==> src/rtl/wbo_pkg.sv <==
package wbo_pkg;

  localparam int unsigned NumBands   = 3;
  localparam int unsigned PosW       = 8;
  localparam int unsigned CfgW       = 9;
  localparam int unsigned NumOutFlds = 12;
  localparam logic [CfgW-1:0] ChartHeightRst = 9'd200;
  localparam logic [PosW-1:0] HullLoInit = 8'd255;
  localparam logic [PosW-1:0] HullHiInit = 8'd0;

  typedef logic [PosW-1:0] pos_t;

  typedef struct packed {
    pos_t [NumBands-1:0] ys;
    pos_t [NumBands-1:0] ye;
    pos_t [NumBands-1:0] h;
  } span_t;

  typedef struct packed {
    span_t         span;
    logic [1:0]    covered;
    pos_t [1:0]    lo;
    pos_t [1:0]    hi;
  } hull_t;

  typedef pos_t [NumOutFlds-1:0] seg_t;

endpackage

==> src/rtl/waveform_band_occlusion.sv <==
// Visible bar segments of three stacked waveform bands, one point per word.
// Input stream: one word carries the low, mid and high band heights. Output
// stream: one word carries top and bottom segment (start, length) per band.
// Configuration: cfg_we_i writes cfg_wdata_i into chart_height; write it
// only while no word is in flight. Bars center at chart_height / 2.
// Pipeline: input accept to output valid passes through the bar position,
// occluder hull, and clamp and segment registers, in that order.
// Throughput: one word per cycle while the output is not stalled; every stage
// has its own valid bit and ready, so words follow with no bubble.
// Stall: when m_axis_tready is low the output word holds; earlier stages
// keep filling until all three hold a word, then s_axis_tready drops. No word
// is lost or repeated.
// Reset: clears all valid bits and loads chart_height with 200.
module waveform_band_occlusion (
  input  logic        clk_i,
  input  logic        rst_ni,
  input  logic        cfg_we_i,
  input  logic [8:0]  cfg_wdata_i,
  input  logic        s_axis_tvalid,
  output logic        s_axis_tready,
  // low_height, mid_height, high_height
  input  logic [23:0] s_axis_tdata,
  output logic        m_axis_tvalid,
  input  logic        m_axis_tready,
  // low_top_y, low_top_len, low_bot_y, low_bot_len, mid_top_y, mid_top_len,
  // mid_bot_y, mid_bot_len, high_top_y, high_top_len, high_bot_y, high_bot_len
  output logic [95:0] m_axis_tdata
);

  logic [wbo_pkg::CfgW-1:0] chart_height_q;
  wbo_pkg::pos_t [wbo_pkg::NumBands-1:0] height;
  wbo_pkg::span_t span;
  wbo_pkg::hull_t hull;
  wbo_pkg::seg_t  seg;
  logic span_valid, span_ready, hull_valid, hull_ready;

  always_ff @(posedge clk_i or negedge rst_ni) begin
    if (!rst_ni) begin
      chart_height_q <= wbo_pkg::ChartHeightRst;
    end else if (cfg_we_i) begin
      chart_height_q <= cfg_wdata_i;
    end
  end

  assign height = s_axis_tdata;

  wbo_span u_span (
    .clk_i       (clk_i),
    .rst_ni      (rst_ni),
    .in_valid_i  (s_axis_tvalid),
    .in_ready_o  (s_axis_tready),
    .height_i    (height),
    .half_i      (chart_height_q[wbo_pkg::CfgW-1:1]),
    .out_valid_o (span_valid),
    .out_ready_i (span_ready),
    .out_o       (span)
  );

  wbo_hull u_hull (
    .clk_i       (clk_i),
    .rst_ni      (rst_ni),
    .in_valid_i  (span_valid),
    .in_ready_o  (span_ready),
    .in_i        (span),
    .out_valid_o (hull_valid),
    .out_ready_i (hull_ready),
    .out_o       (hull)
  );

  wbo_seg u_seg (
    .clk_i       (clk_i),
    .rst_ni      (rst_ni),
    .in_valid_i  (hull_valid),
    .in_ready_o  (hull_ready),
    .in_i        (hull),
    .out_valid_o (m_axis_tvalid),
    .out_ready_i (m_axis_tready),
    .out_o       (seg)
  );

  assign m_axis_tdata = seg;

endmodule

==> src/rtl/wbo_span.sv <==
module wbo_span (
  input  logic                           clk_i,
  input  logic                           rst_ni,
  input  logic                           in_valid_i,
  output logic                           in_ready_o,
  input  wbo_pkg::pos_t [wbo_pkg::NumBands-1:0] height_i,
  input  wbo_pkg::pos_t                  half_i,
  output logic                           out_valid_o,
  input  logic                           out_ready_i,
  output wbo_pkg::span_t                 out_o
);

  logic           valid_q;
  wbo_pkg::span_t span_d, span_q;

  always_comb begin
    for (int i = 0; i < wbo_pkg::NumBands; i++) begin
      span_d.h[i]  = height_i[i];
      span_d.ys[i] = half_i - {1'b0, height_i[i][wbo_pkg::PosW-1:1]};
      span_d.ye[i] = span_d.ys[i] + height_i[i];
    end
  end

  assign in_ready_o  = !valid_q || out_ready_i;
  assign out_valid_o = valid_q;
  assign out_o       = span_q;

  always_ff @(posedge clk_i or negedge rst_ni) begin
    if (!rst_ni) begin
      valid_q <= 1'b0;
    end else if (in_ready_o) begin
      valid_q <= in_valid_i;
    end
  end

  always_ff @(posedge clk_i) begin
    if (in_valid_i && in_ready_o) begin
      span_q <= span_d;
    end
  end

endmodule

==> src/rtl/wbo_hull.sv <==
module wbo_hull (
  input  logic           clk_i,
  input  logic           rst_ni,
  input  logic           in_valid_i,
  output logic           in_ready_o,
  input  wbo_pkg::span_t in_i,
  output logic           out_valid_o,
  input  logic           out_ready_i,
  output wbo_pkg::hull_t out_o
);

  logic           valid_q;
  wbo_pkg::hull_t hull_d, hull_q;
  logic           ov;

  always_comb begin
    hull_d.span    = in_i;
    hull_d.covered = '0;
    ov             = 1'b0;
    for (int c = 0; c < 2; c++) begin
      hull_d.lo[c] = wbo_pkg::HullLoInit;
      hull_d.hi[c] = wbo_pkg::HullHiInit;
      for (int k = c + 1; k < wbo_pkg::NumBands; k++) begin
        ov = !((in_i.ye[k] <= in_i.ys[c]) || (in_i.ys[k] >= in_i.ye[c]));
        if (ov) begin
          hull_d.covered[c] = 1'b1;
          if (in_i.ys[k] < hull_d.lo[c]) hull_d.lo[c] = in_i.ys[k];
          if (in_i.ye[k] > hull_d.hi[c]) hull_d.hi[c] = in_i.ye[k];
        end
      end
    end
  end

  assign in_ready_o  = !valid_q || out_ready_i;
  assign out_valid_o = valid_q;
  assign out_o       = hull_q;

  always_ff @(posedge clk_i or negedge rst_ni) begin
    if (!rst_ni) begin
      valid_q <= 1'b0;
    end else if (in_ready_o) begin
      valid_q <= in_valid_i;
    end
  end

  always_ff @(posedge clk_i) begin
    if (in_valid_i && in_ready_o) begin
      hull_q <= hull_d;
    end
  end

endmodule

==> src/rtl/wbo_seg.sv <==
module wbo_seg (
  input  logic           clk_i,
  input  logic           rst_ni,
  input  logic           in_valid_i,
  output logic           in_ready_o,
  input  wbo_pkg::hull_t in_i,
  output logic           out_valid_o,
  input  logic           out_ready_i,
  output wbo_pkg::seg_t  out_o
);

  logic          valid_q;
  wbo_pkg::seg_t seg_d, seg_q;
  wbo_pkg::pos_t lo, hi;

  always_comb begin
    seg_d = '0;
    lo    = '0;
    hi    = '0;
    for (int c = 0; c < 2; c++) begin
      if (!in_i.covered[c]) begin
        seg_d[4*c]   = in_i.span.ys[c];
        seg_d[4*c+1] = in_i.span.h[c];
      end else begin
        lo = (in_i.lo[c] < in_i.span.ys[c]) ? in_i.span.ys[c] : in_i.lo[c];
        hi = (in_i.hi[c] > in_i.span.ye[c]) ? in_i.span.ye[c] : in_i.hi[c];
        if (in_i.span.ys[c] < lo) begin
          seg_d[4*c]   = in_i.span.ys[c];
          seg_d[4*c+1] = lo - in_i.span.ys[c];
        end
        if (in_i.span.ye[c] > hi) begin
          seg_d[4*c+2] = hi;
          seg_d[4*c+3] = in_i.span.ye[c] - hi;
        end
      end
    end
    seg_d[8] = in_i.span.ys[2];
    seg_d[9] = in_i.span.h[2];
  end

  assign in_ready_o  = !valid_q || out_ready_i;
  assign out_valid_o = valid_q;
  assign out_o       = seg_q;

  always_ff @(posedge clk_i or negedge rst_ni) begin
    if (!rst_ni) begin
      valid_q <= 1'b0;
    end else if (in_ready_o) begin
      valid_q <= in_valid_i;
    end
  end

  always_ff @(posedge clk_i) begin
    if (in_valid_i && in_ready_o) begin
      seg_q <= seg_d;
    end
  end

endmodule

==> config.mk <==
export PLATFORM = sky130hd
export DESIGN_NAME = waveform_band_occlusion
export DESIGN_NICKNAME = d
export VERILOG_FILES = /design/src/rtl/wbo_pkg.sv /design/src/rtl/waveform_band_occlusion.sv /design/src/rtl/wbo_span.sv /design/src/rtl/wbo_hull.sv /design/src/rtl/wbo_seg.sv
export SDC_FILE = /design/constraint.sdc
export NUM_CORES = 1
export LEC_CHECK = 0
export BUFFER_PORTS_ARGS = -buffer_cell sky130_fd_sc_hd__buf_4
export CAP_MARGIN = 10
export CORE_ASPECT_RATIO = 0.75
export CORE_MARGIN = 2
export CORE_UTILIZATION = 35
export DETAILED_ROUTE_END_ITERATION = 7
export PLACE_DENSITY = 0.52
export RECOVER_POWER = 50
export SYNTH_ARGS = -nofsm -noshare
export SYNTH_HDL_FRONTEND = slang
export SYNTH_SLANG_ARGS = --single-unit
export TNS_END_PERCENT = 5
==> constraint.sdc <==
create_clock -name clk_i -period 6 [get_ports clk_i]
set_clock_uncertainty 0.05 [all_clocks]
set_input_delay 0.6 -clock clk_i [delete_from_list [all_inputs] [get_ports clk_i]]
set_output_delay 0.6 -clock clk_i [all_outputs]
set_load 0.02 [all_outputs]
# Yosys cells after proc, flatten, opt, wreduce, memory -nomap -nowiden
# Cells that the tools add are included.
dict set report word_totals {
  register_bits 262
  elab_cells 103
  input_bits 38
  output_inout_bits 98
}
dict set report op_classes {
  n_bitwise 2
  n_reduce_logical 16
  muxes 18
  order_cmp 20
  add_sub_neg 10
}
# op count
set ops {}
lappend ops {{8-bit 2-to-1 mux} 12}
lappend ops {{16-bit 2-to-1 mux} 4}
lappend ops {{8-bit > comparator} 5}
lappend ops {{8-bit < comparator} 5}
lappend ops {{8-bit subtractor} 4}
lappend ops {{8-bit adder} 3}
lappend ops {{8-bit greater-or-equal comparator} 3}
lappend ops {{8-bit less-or-equal comparator} 3}
lappend ops {{8-bit by 7-bit subtractor with 8-bit output} 3}
lappend ops {{8-bit by 1-bit > comparator with 1-bit output (second input constant)} 2}
lappend ops {{8-bit < comparator (second input constant)} 2}
lappend ops {{1-bit logical OR} 6}
lappend ops {{2-bit AND reduction} 2}
lappend ops {{2-bit OR reduction} 2}
lappend ops {{1-bit logical AND} 3}
lappend ops {{1-bit logical NOT} 3}
lappend ops {{1-bit 2-to-1 mux} 2}
lappend ops {{1-bit inverter} 2}

# Logic depth before layout (Yosys ltp)
# Gate-level depths: netlist (run 1).
dict set report logic_depth {
  depth_word 6
  mapped_depth 16
  mapped_depth_nobuf 15
}

# Cells and area by module
# From an unflattened synthesis (run 1), not the netlist that was laid out.
dict set report unflattened {
  cells_unflattened 1232
  area_unflattened_um2 15125.8
}
# mod instances seq_area_each_um2 cells_each area_per_inst_um2
set modules_own_cells {}
lappend modules_own_cells {wbo_seg 1 2427.3 556 5715.5}
lappend modules_own_cells {wbo_hull 1 3208.1 372 5151.2}
lappend modules_own_cells {wbo_span 1 2187.1 287 3923.8}
lappend modules_own_cells {waveform_band_occlusion 1 203.9 17 335.3}

# Worst setup path after synthesis (run 1)
# Ideal clock, no wire load.
dict set report synth_path {
  path_type {reg-to-reg}
  start {register u_hull.hull_q, in the netlist u_hull.out_o[23]}
  end {register u_seg.seg_q, in the netlist u_seg.out_o[10], data pin}
  required_time_ns 5.696
  path_slack_ns 2.311
  n_path_buf 1
  setup_ns 0.254
  period_less_slack_ns 3.689
  path_stages_with_launch 14
  t_arrival_ns 3.385
  path_cell_list {edfxtp_1 > ha_1 > and3_1 > a221o_1 > a31oi_4 > mux2_2 > ha_1 > o21ai_1 > a21oi_1 > o211ai_1 > a22oi_1 > a221oi_2 > buf_4 > nor2_1}
}
# element line_no
set synth_rtl {}
lappend synth_rtl {{start, declared} wbo_hull.sv:13} ;# wbo_pkg::hull_t hull_d, hull_q;
lappend synth_rtl {{start signal, assigned} wbo_hull.sv:48} ;# hull_q <= hull_d;
lappend synth_rtl {{end signal, assigned} wbo_seg.sv:55} ;# seg_q <= seg_d;
lappend synth_rtl {{end, declared} wbo_seg.sv:13} ;# wbo_pkg::seg_t seg_d, seg_q;

==> results of run 1 <==
## per-layer routing
metal / global-route usage (%) / part of all wire [%]
met1: 23.2 / 50
met2: 23.6 / 43
met3: 2.67 / 4.8
met4: 3.23 / 1.9
met5: 0 / 0
## critical path, stage by stage, from the launching register on
cell and delay (ns):
edfxtp_1 0.41, inv_1 0.10, ha_1 0.24, and3_1 0.22, a221o_1 0.41, a31oi_4 0.29, mux2_2 0.38, ha_1 0.33
o21ai_1 0.17, a21oi_1 0.10, o211ai_1 0.17, a22oi_1 0.13, a221oi_2 0.85, nor2_1 0.15
## cell usage after synthesis (all sizes together) (8+ instances only)
library cell / count / share of area (%)
edfxtp: 250 / 52
ha: 166 / 14
inv: 124 / 3.2
nor2: 88 / 2.3
a21oi: 70 / 2.4
o21ai: 38 / 1.4
nand2: 37 / 0.96
xnor2: 36 / 2.2
mux2i: 27 / 1.9
a21o: 24 / 1.2
nor3: 24 / 0.90
buf: 23 / 1.2
nand4: 21 / 0.90
nand2b: 19 / 0.82
nor2b: 18 / 0.78
xor2: 18 / 1.1
mux2: 16 / 1.3
nand3: 13 / 0.45
or3: 12 / 0.52
fa: 10 / 1.4
dfrtp: 8 / 1.4
o21a: 8 / 0.41
or2: 8 / 0.34
## power by group through the flow
stage	Sequential (mW)	Combinational [mW]	Clock (mW)
floorplan	2.93	2.37	0
global placement	2.93	3.24	0
detailed placement	2.92	3.30	0
CTS	2.89	3.32	1.97
global route	2.93	3.60	2.04
finish	2.88	3.19	1.91
## layout make-up
type	count	area (um^2)
clock buffers	33	741
repair buffers	123	532
clock inverters	20	284
well taps	528	661
fillers	3986	24200
inverters	125	469
flip-flops and latches	261	7790
multi-input cells	768	6120
## worst max path at each step
| stage | cells past startpoint | slack (ns) | to | startpoint |
|---|---|---|---|---|
| 6_report | 13 | 1.68 | u_seg.out_o[12] | u_hull.out_o[89] |
| 5_1_grt | 13 | 1.32 | u_seg.out_o[12] | u_hull.out_o[87] |
| 4_1_cts | 13 | 1.66 | u_seg.out_o[12] | u_hull.out_o[89] |
| 3_5_place_dp | 13 | 1.66 | u_seg.out_o[12] | u_hull.out_o[87] |
| 3_3_place_gp | 12 | 1.70 | u_seg.out_o[10] | u_hull.out_o[23] |
| 2_1_floorplan | 13 | 2.31 | u_seg.out_o[10] | u_hull.out_o[23] |
## flip-flops by register name, summed over array words and instances (netlist names)
name / flops
u_span.out_o: 72
u_span.out_valid_o: 1
chart_height_q: 8
u_seg.out_valid_o: 1
u_seg.out_o: 80
u_hull.out_valid_o: 1
u_hull.out_o: 98
## through the flow
stage                     util (%)  hold WS, ns  setup slack, ns  std cells
after CTS                     41.6        0.149             1.66       1857
after floorplan                  -        0.254             2.31       1182
after detailed placement      39.1        0.355             1.66       1803
final                         40.6        0.199             1.68       1858
after global placement        39.1        0.352             1.70       1803
after global routing          40.6        0.204             1.32       1858
## cell families after synthesis
logic type	Yosys count	synth area share, %
XOR/XNOR	54	3.26
buffers and inverters	153	4.60
AND/OR/NAND/NOR	263	9.24
multiplexers	43	3.13
flip-flops	261	53.6
adder cells (fa/ha/maj)	176	15.7
other	1	0.0258
AO/OA/AOI/OAI	216	10.4
## repair_timing
action | CTS | global route
setup buffers | 0 | 0
resized for setup | 0 | 0
endpoints found under the hold margin | 11 | 0
hold buffers | 1 | 0
==> results.json, run 1 <==
{
  "outcome": "finished with violations",
  "violations": "capacitance limit, slew limit",
  "syn2layout_area_growth_pct": 14.3,
  "cts_buffers": 29,
  "grt_start_max_net_pins": 58,
  "synth_warnings": 0,
  "pwr-share-clk_pct": 23.9,
  "viasPerCell": 4.97,
  "report.final.slew_viol_count": 76,
  "cts_sinks": 261,
  "start_util_pct": 35.5,
  "hpwlAfterDp_um": 25900,
  "p_leak_nw": 6.73,
  "ys.flop_type": "edfxtp_1",
  "hp-class": "input pin to flop",
  "drt_wl_total_um": 33800,
  "htreeDepth": 1,
  "power_density_mw_per_mm2": 481,
  "rsz0062_at_grt": "false",
  "max_cap_viol_count": 2,
  "overflow": 0,
  "critPathKind": "flop to flop",
  "yosysSeqAreaShare_pct": 53.6,
  "whs_endpoint": "u_span.out_valid_o",
  "final_cell_mix": "250 x edfxtp_1, 166 x ha_1, 124 x inv_1, 109 x clkbuf_1, 87 x nor2_1",
  "wl_per_cell_um": 18.2,
  "drt-initial-drc-count": 526,
  "worst-path-max-fanout": 15,
  "finalInstanceArea_mm2": 0.0166,
  "grt_first_pass_wirelength_um": 51800,
  "power_mw": 7.99,
  "grt.total_usage_pct": 15.5,
  "path_clk_slew_ns": 0.07,
  "tightest_slew_ns": 2.82,
  "slew_headroom_pct": -88.3,
  "required_ns": 6.22,
  "fmax_ghz": 0.232,
  "dr_total_vias": 9227,
  "switchingPower_mw": 2.98,
  "die_w_um": 239,
  "hold_violations": 0,
  "synth_cells": 1167,
  "boundaryPins": 136,
  "min_path_cells": 2,
  "timing.rr.end": "u_seg.out_o[12]",
  "finalSetupViolCount": 0,
  "grt_pass1_vias": 9074,
  "reg2reg_depth": 13,
  "min_period_ns": 4.32,
  "antenna_found_initial": 0,
  "ir_drop_v": 0.000237,
  "die_area_mm2": 0.0431,
  "clk_latency_ns": 0.56,
  "end_kind": "flop",
  "nNetsFinal": 1522,
  "final_common_cell": "edfxtp_1",
  "syn-cell-area_mm2": 0.0145,
  "tns_ns": 0,
  "cts_buffer_depth": 3,
  "startpoint_type": "flop",
  "async_reset_ff_share_pct": 4.21,
  "netlist-cell-type-count": 73,
  "synth_area_per_cell_um2": 12.4,
  "dpl_cell_area_mm2": 0.0160,
  "cts_root_buf": "clkbuf_16",
  "coreArea_mm2": 0.0408,
  "die_h_um": 180,
  "r2r-start": "u_hull.out_o[89]",
  "swShare_pct": 37.3,
  "place.gp.congestion": 0.824,
  "rows": 64,
  "final_layout_size_suffix_gt1_share_pct": 8.20,
  "final_antenna_net_count": 0,
  "cp.arrival_ns": 4.54,
  "synth.ff_latch_count": 261,
  "drc": 0,
  "diodes": 0,
  "port_buffers": 118,
  "synth-edff-count": 250,
  "seqPwrFrac_pct": 36.1,
  "ff2ff_setup_slack_ns": 1.68,
  "p_comb_share_pct": 40.0,
  "drtPass1Iterations": 5,
  "post-route-period-util_pct": 71.9,
  "intPower_mw": 5.01,
  "min_from": "s_axis_tvalid",
  "cts_tree": "yes"
}
(Power assumes the default switching activity.)
==> inputs of run 2 (changes only) <==
clock period = 4 ns   (was 6 ns; I/O delays follow)
==> run 2 against run 1 <==
The run still ends with capacitance limit, slew limit left. Design area grew 2.3%. Non-clock buffer count grew 46. Combinational power grew 59%. Critical path depth grew 1. Clock-buffer cell count shrank 3. Die area is the same. Global-route usage grew 0.39 points. Critical endpoint is now u_seg.out_o[8].
==> results.json, run 2 (synthesis gave the netlist of run 1 again) <==
{
  "outcome": "finished with violations",
  "violations": "capacitance limit, slew limit",
  "post-route-period-util_pct": 95.3,
  "place.gp.congestion": 0.862,
  "cp.arrival_ns": 4.06,
  "clk_latency_ns": 0.55,
  "report.final.slew_viol_count": 42,
  "cp_cell_sequence": "inv_1 -> ha_1 -> and3_2 -> a221o_1 -> a31oi_4 -> mux2_2 -> ha_1 -> nand2b_4 -> a21oi_2 -> o211ai_1 -> a22oi_2 -> a221oi_2 -> buf_6 -> nor2_1",
  "tns_ns": 0,
  "drt-initial-drc-count": 607,
  "grt_pass1_vias": 9282,
  "drt_wl_total_um": 34400,
  "coreArea_mm2": 0.0408,
  "min_path_cells": 2,
  "fin_util_pct": 41.6,
  "timing.rr.end": "u_seg.out_o[8]",
  "rows": 64,
  "crit_path_max_incr_delay_ns": 0.42,
  "die_w_um": 239,
  "boundaryPins": 136,
  "drc": 0,
  "die_area_mm2": 0.0431,
  "cts_sinks": 261,
  "die_h_um": 180,
  "overflow": 0,
  "htreeDepth": 1,
  "largest_reg_flops": 98,
  "ir_drop_v": 0.000337,
  "final_common_cell": "edfxtp_1",
  "p_leak_nw": 6.87,
  "grt_first_pass_wirelength_um": 53200,
  "start_util_pct": 35.5,
  "tightest_slew_ns": 2.90,
  "slew_headroom_pct": -93.3,
  "path_clk_slew_ns": 0.06,
  "min_from": "cfg_wdata_i[2]",
  "slowest_stage": "a221o_1",
  "r2r-start": "u_hull.out_o[89]",
  "nNetsFinal": 1568,
  "wl_per_cell_um": 18.1,
  "cts_root_buf": "clkbuf_16",
  "ff2ff_setup_slack_ns": 0.19,
  "antenna_found_initial": 0,
  "max_cap_viol_count": 1,
  "path_buf_inv": 2,
  "reg2reg_depth": 14,
  "viasPerCell": 4.96,
  "critPathKind": "flop to flop",
  "finalSetupViolCount": 0,
  "worst-path-max-fanout": 15,
  "cp_top_family": "compound AO/OA/AOI/OAI gates",
  "grt_start_max_net_pins": 58,
  "grt.total_usage_pct": 15.9,
  "final_antenna_net_count": 0,
  "drtPass1Iterations": 6,
  "fmax_ghz": 0.262,
  "end_kind": "flop",
  "multi_input_area_mm2": 0.00622,
  "rsz0062_at_grt": "true",
  "cts_tree": "yes",
  "fill_cells": 3933,
  "crit_top_cell": "ha_1",
  "power_density_mw_per_mm2": 706,
  "final_cell_mix": "250 x edfxtp_1, 163 x ha_1, 124 x inv_1, 118 x clkbuf_1, 87 x nor2_1",
  "final_layout_size_suffix_gt1_share_pct": 9.82,
  "port_buffers": 118,
  "syn2layout_area_growth_pct": 16.9,
  "startpoint_type": "flop",
  "min_period_ns": 3.81,
  "diodes": 0,
  "hpwlAfterDp_um": 26500,
  "hp-class": "input pin to flop",
  "ff_latch_area_mm2": 0.00779,
  "cts_buffer_depth": 3,
  "required_ns": 4.25,
  "dr_total_vias": 9448,
  "whs_endpoint": "chart_height_q[2]",
  "hold_violations": 0,
  "cts_buffers": 29
}
[run 2: worst max-delay path by stage]
stage | endpoint | slack, ns | from | cells past startpoint
floorplan | u_seg.out_o[10] | 0.31 | u_hull.out_o[23] | 13
detailed placement | u_seg.out_o[14] | 0.09 | u_hull.out_o[88] | 15
global placement | u_seg.out_o[9] | 0.16 | u_hull.out_o[23] | 13
CTS | u_seg.out_o[14] | 0.06 | u_hull.out_o[89] | 15
global route | u_seg.out_o[11] | -0.01 | u_hull.out_o[89] | 14
finish | u_seg.out_o[8] | 0.19 | u_hull.out_o[89] | 14
[run 2: through the flow]
step	instance area (um^2)	hold WS [ns]	worst slack [ns]	power, mW	std cells
2_1_floorplan	14600	0.0544	0.311	7.95	1182
4_1_cts	17300	0.00264	0.0601	12.1	1901
5_1_grt	17000	0.00231	-0.0132	12.9	1903
3_3_place_gp	16100	0.191	0.164	9.38	1826
6_report	17000	0.0289	0.189	12.0	1903
3_5_place_dp	16100	0.190	0.0896	9.47	1826
[run 2: worst register-to-register path, stage by stage, from the launching register on]
cell	delay (ns)
edfxtp_1	0.41
inv_1	0.10
ha_1	0.24
and3_2	0.25
a221o_1	0.42
a31oi_4	0.27
mux2_2	0.37
ha_1	0.36
nand2b_4	0.11
a21oi_2	0.07
o211ai_1	0.22
a22oi_2	0.13
a221oi_2	0.29
buf_6	0.21
nor2_1	0.07
[run 2: final cells by class]
class,count,share of cell area [%]
multi-input cells,768,36.6
inverters,125,2.76
well taps,528,3.89
flip-flops and latches,261,45.9
repair buffers,169,5.38
clock buffers,30,4.30
clock inverters,22,1.14
[run 2: report_power, final]
group / switching, mW / internal, mW / leakage [nW] / total [mW]
registers: 0.458 / 3.85 / 2.53 / 4.31
logic: 2.98 / 2.08 / 3.88 / 5.07
clock network: 1.09 / 1.51 / 0.451 / 2.60
total: 4.53 / 7.45 / 6.87 / 12.0
[run 2: repair_timing]
action	4_1_cts	5_1_grt
hold endpoints to repair	33	0
hold buffers	23	0
setup buffers	0	2
endpoints found under the setup margin	0	46
resized for setup	0	20
[run 2: metal layers]
metal	vias to the layer above	track usage, %	part of all wire [%]
met4	0	2.60	1.5
met3	37	3.25	5.5
met1	4545	23.9	50
met2	210	24.0	43
met5	-	0	0
li1	4656	-	-
==> inputs of run 3 (changes only) <==
GPL_TIMING_DRIVEN = 0   (was unset)
RECOVER_POWER = 25   (was 50)
==> run 3 against run 2 <==
The run still ends with capacitance limit, slew limit left. Largest cell class unchanged. Sequential power barely moved. Highest routed layer unchanged. Clock power up 15%. Sequential share of layout area shrank 1.9 points. Non-clock buffer count grew 26. Sequential cell count did not move. Register-to-register slack got worse by 0.05 ns. First-iteration DRC count decreased by 9.6%. Wire length decreased by 0.59%. Critical path depth up 1. Design area is 4.2% higher. Critical path type unchanged. Utilization up 1.8 points. Total power up 5.2%. Largest power group unchanged.
==> results.json, run 3 (synthesis gave the netlist of run 1 again) <==
{
  "tightest_slew_ns": 2.51,
  "routed-wl-met2_um": 14800,
  "cts_root_buf": "clkbuf_16",
  "path_buf_inv": 3,
  "critPathKind": "flop to flop",
  "cts_sinks": 261,
  "largest_reg_flops": 98,
  "final_cell_mix": "250 x edfxtp_1, 166 x ha_1, 125 x buf_4, 124 x inv_1, 86 x nor2_1",
  "ff2ff_setup_slack_ns": 0.14,
  "cts_buffer_depth": 3,
  "final_layout_size_suffix_gt1_share_pct": 17.3,
  "power_density_mw_per_mm2": 712,
  "nNetsFinal": 1594,
  "die_area_mm2": 0.0431,
  "routed.top_layer": "met4",
  "fmax_ghz": 0.259,
  "fill_cells": 3823,
  "switchingPower_mw": 4.59,
  "wl_per_cell_um": 17.7,
  "pwr-share-clk_pct": 23.7,
  "drtPass1Iterations": 5,
  "min_period_ns": 3.86,
  "r2r-start": "u_hull.out_o[87]",
  "drc": 0,
  "cp.arrival_ns": 4.13,
  "htreeDepth": 1,
  "crit_top_cell": "ha_1",
  "cts_tree": "yes",
  "drt-initial-drc-count": 549,
  "overflow": 0,
  "end_kind": "flop",
  "cts_buffers": 29,
  "path_clk_slew_ns": 0.07,
  "die_h_um": 180,
  "grt_first_pass_wirelength_um": 53300,
  "finalInstanceArea_mm2": 0.0177,
  "antenna_found_initial": 0,
  "slowest_stage": "edfxtp_1",
  "dr_total_vias": 9497,
  "final_antenna_net_count": 0,
  "hpwlAfterDp_um": 26200,
  "required_ns": 4.27,
  "worst-path-max-fanout": 10,
  "boundaryPins": 136,
  "diodes": 0,
  "min_path_cells": 3,
  "min_from": "cfg_wdata_i[1]",
  "startpoint_type": "flop",
  "finalSetupViolCount": 0,
  "cp.depth": 15,
  "p_comb_share_pct": 42.3,
  "drt_wl_total_um": 34200,
  "violations": "capacitance limit, slew limit",
  "stdcell_count": 1930,
  "start_util_pct": 35.5,
  "place.gp.congestion": 0.846,
  "dpl_cell_area_mm2": 0.0162,
  "slew_headroom_pct": -67.6,
  "timing.rr.end": "u_seg.out_o[12]",
  "p_leak_nw": 7.43,
  "dpl.cell_count": 1830,
  "clk_latency_ns": 0.56,
  "port_buffers": 117,
  "grt.total_usage_pct": 15.8,
  "swShare_pct": 36.4,
  "ir_drop_v": 0.000347,
  "post-route-period-util_pct": 96.5,
  "grt_pass1_vias": 9445,
  "hp-class": "input pin to flop",
  "wl_met3_um": 1340,
  "coreArea_mm2": 0.0408,
  "reg2reg_depth": 15,
  "final_common_cell": "edfxtp_1",
  "grt_start_max_net_pins": 59,
  "crit_path_max_incr_delay_ns": 0.39,
  "seqPwrFrac_pct": 34.0,
  "met1Wirelength_um": 17500,
  "whs_endpoint": "chart_height_q[1]",
  "cp_cell_sequence": "inv_1 -> ha_1 -> and3_1 -> a221o_1 -> a31oi_4 -> buf_4 -> mux2_2 -> ha_1 -> o21ai_1 -> a21oi_2 -> o211ai_1 -> a22oi_2 -> a221oi_4 -> buf_6 -> nor2_1",
  "hold_violations": 0,
  "syn2layout_area_growth_pct": 21.8,
  "viasPerCell": 4.92,
  "rsz0062_at_grt": "true",
  "cp_top_family": "compound AO/OA/AOI/OAI gates",
  "max_cap_viol_count": 1,
  "report.final.slew_viol_count": 32,
  "outcome": "finished with violations",
  "intPower_mw": 8.02,
  "die_w_um": 239,
  "rows": 64
}
-- run 3: worst max path at each step --
| stage | from | to | slack [ns] |
|---|---|---|---|
| final | u_hull.out_o[87] | u_seg.out_o[12] | 0.14 |
| after global routing | u_hull.out_o[89] | u_seg.out_o[9] | -0.003 |
| after CTS | u_hull.out_o[91] | u_seg.out_o[47] | 0.009 |
| after detailed placement | u_hull.out_o[87] | u_seg.out_o[10] | -0.18 |
| after global placement | u_seg.out_valid_o | u_hull.out_o[105] | -0.51 |
| after floorplan | u_hull.out_o[23] | u_seg.out_o[10] | 0.31 |
-- run 3: power groups by stage --
stage	clock network [mW]	registers [mW]	logic, mW
after floorplan	0	4.39	3.56
after global placement	0	4.37	5.02
after detailed placement	0	4.34	5.11
after CTS	3.08	4.29	5.20
after global routing	3.18	4.34	5.94
final	2.99	4.28	5.33
-- run 3: worst register-to-register path, stage by stage, from the launching register on --
cell	delay [ns]
edfxtp_1	0.39
inv_1	0.14
ha_1	0.24
and3_1	0.23
a221o_1	0.39
a31oi_4	0.29
buf_4	0.17
mux2_2	0.32
ha_1	0.32
o21ai_1	0.14
a21oi_2	0.08
o211ai_1	0.19
a22oi_2	0.13
a221oi_4	0.28
buf_6	0.18
nor2_1	0.07
-- run 3: through the flow --
| stage | utilization [%] | hold WS (ns) | setup TNS, ns | worst slack (ns) | power (mW) |
|---|---|---|---|---|---|
| after floorplan | - | 0.0544 | 0 | 0.311 | 7.95 |
| after global placement | 39.5 | 0.191 | -52.40 | -0.515 | 9.39 |
| after detailed placement | 39.7 | 0.191 | -1.41 | -0.176 | 9.45 |
| after CTS | 43.1 | 0.0000277 | 0 | 0.00929 | 12.6 |
| after global routing | 43.3 | 0.0205 | -0.00327 | -0.00322 | 13.5 |
| final | 43.3 | 0.0273 | 0 | 0.139 | 12.6 |
-- run 3: final cells by class --
| type | count | area [um^2] | share of cell area [%] |
|---|---|---|---|
| clock inverters | 24 | 342 | 1.93 |
| flip-flops and latches | 261 | 7790 | 44.0 |
| plain buffers | 28 | 209 | 1.18 |
| clock buffers | 29 | 726 | 4.10 |
| multi-input cells | 768 | 6190 | 35.0 |
| well taps | 528 | 661 | 3.73 |
| repair buffers | 167 | 1300 | 7.37 |
| inverters | 125 | 469 | 2.65 |
-- run 3: metal layers --
layer | up-vias | global-route usage [%]
li1 | 4709 | -
met1 | 4572 | 23.7
met5 | - | 0
met2 | 170 | 24.1
met3 | 46 | 2.59
met4 | 0 | 2.78
-- run 3: timing repair --
item | in CTS | in global routing
hold buffers | 32 | 0
hold endpoints to repair | 42 | 0
resized for setup | 3 | 22
setup endpoints to repair | 10 | 66
buffers inserted | 1 | 14
pin swaps | 1 | 6
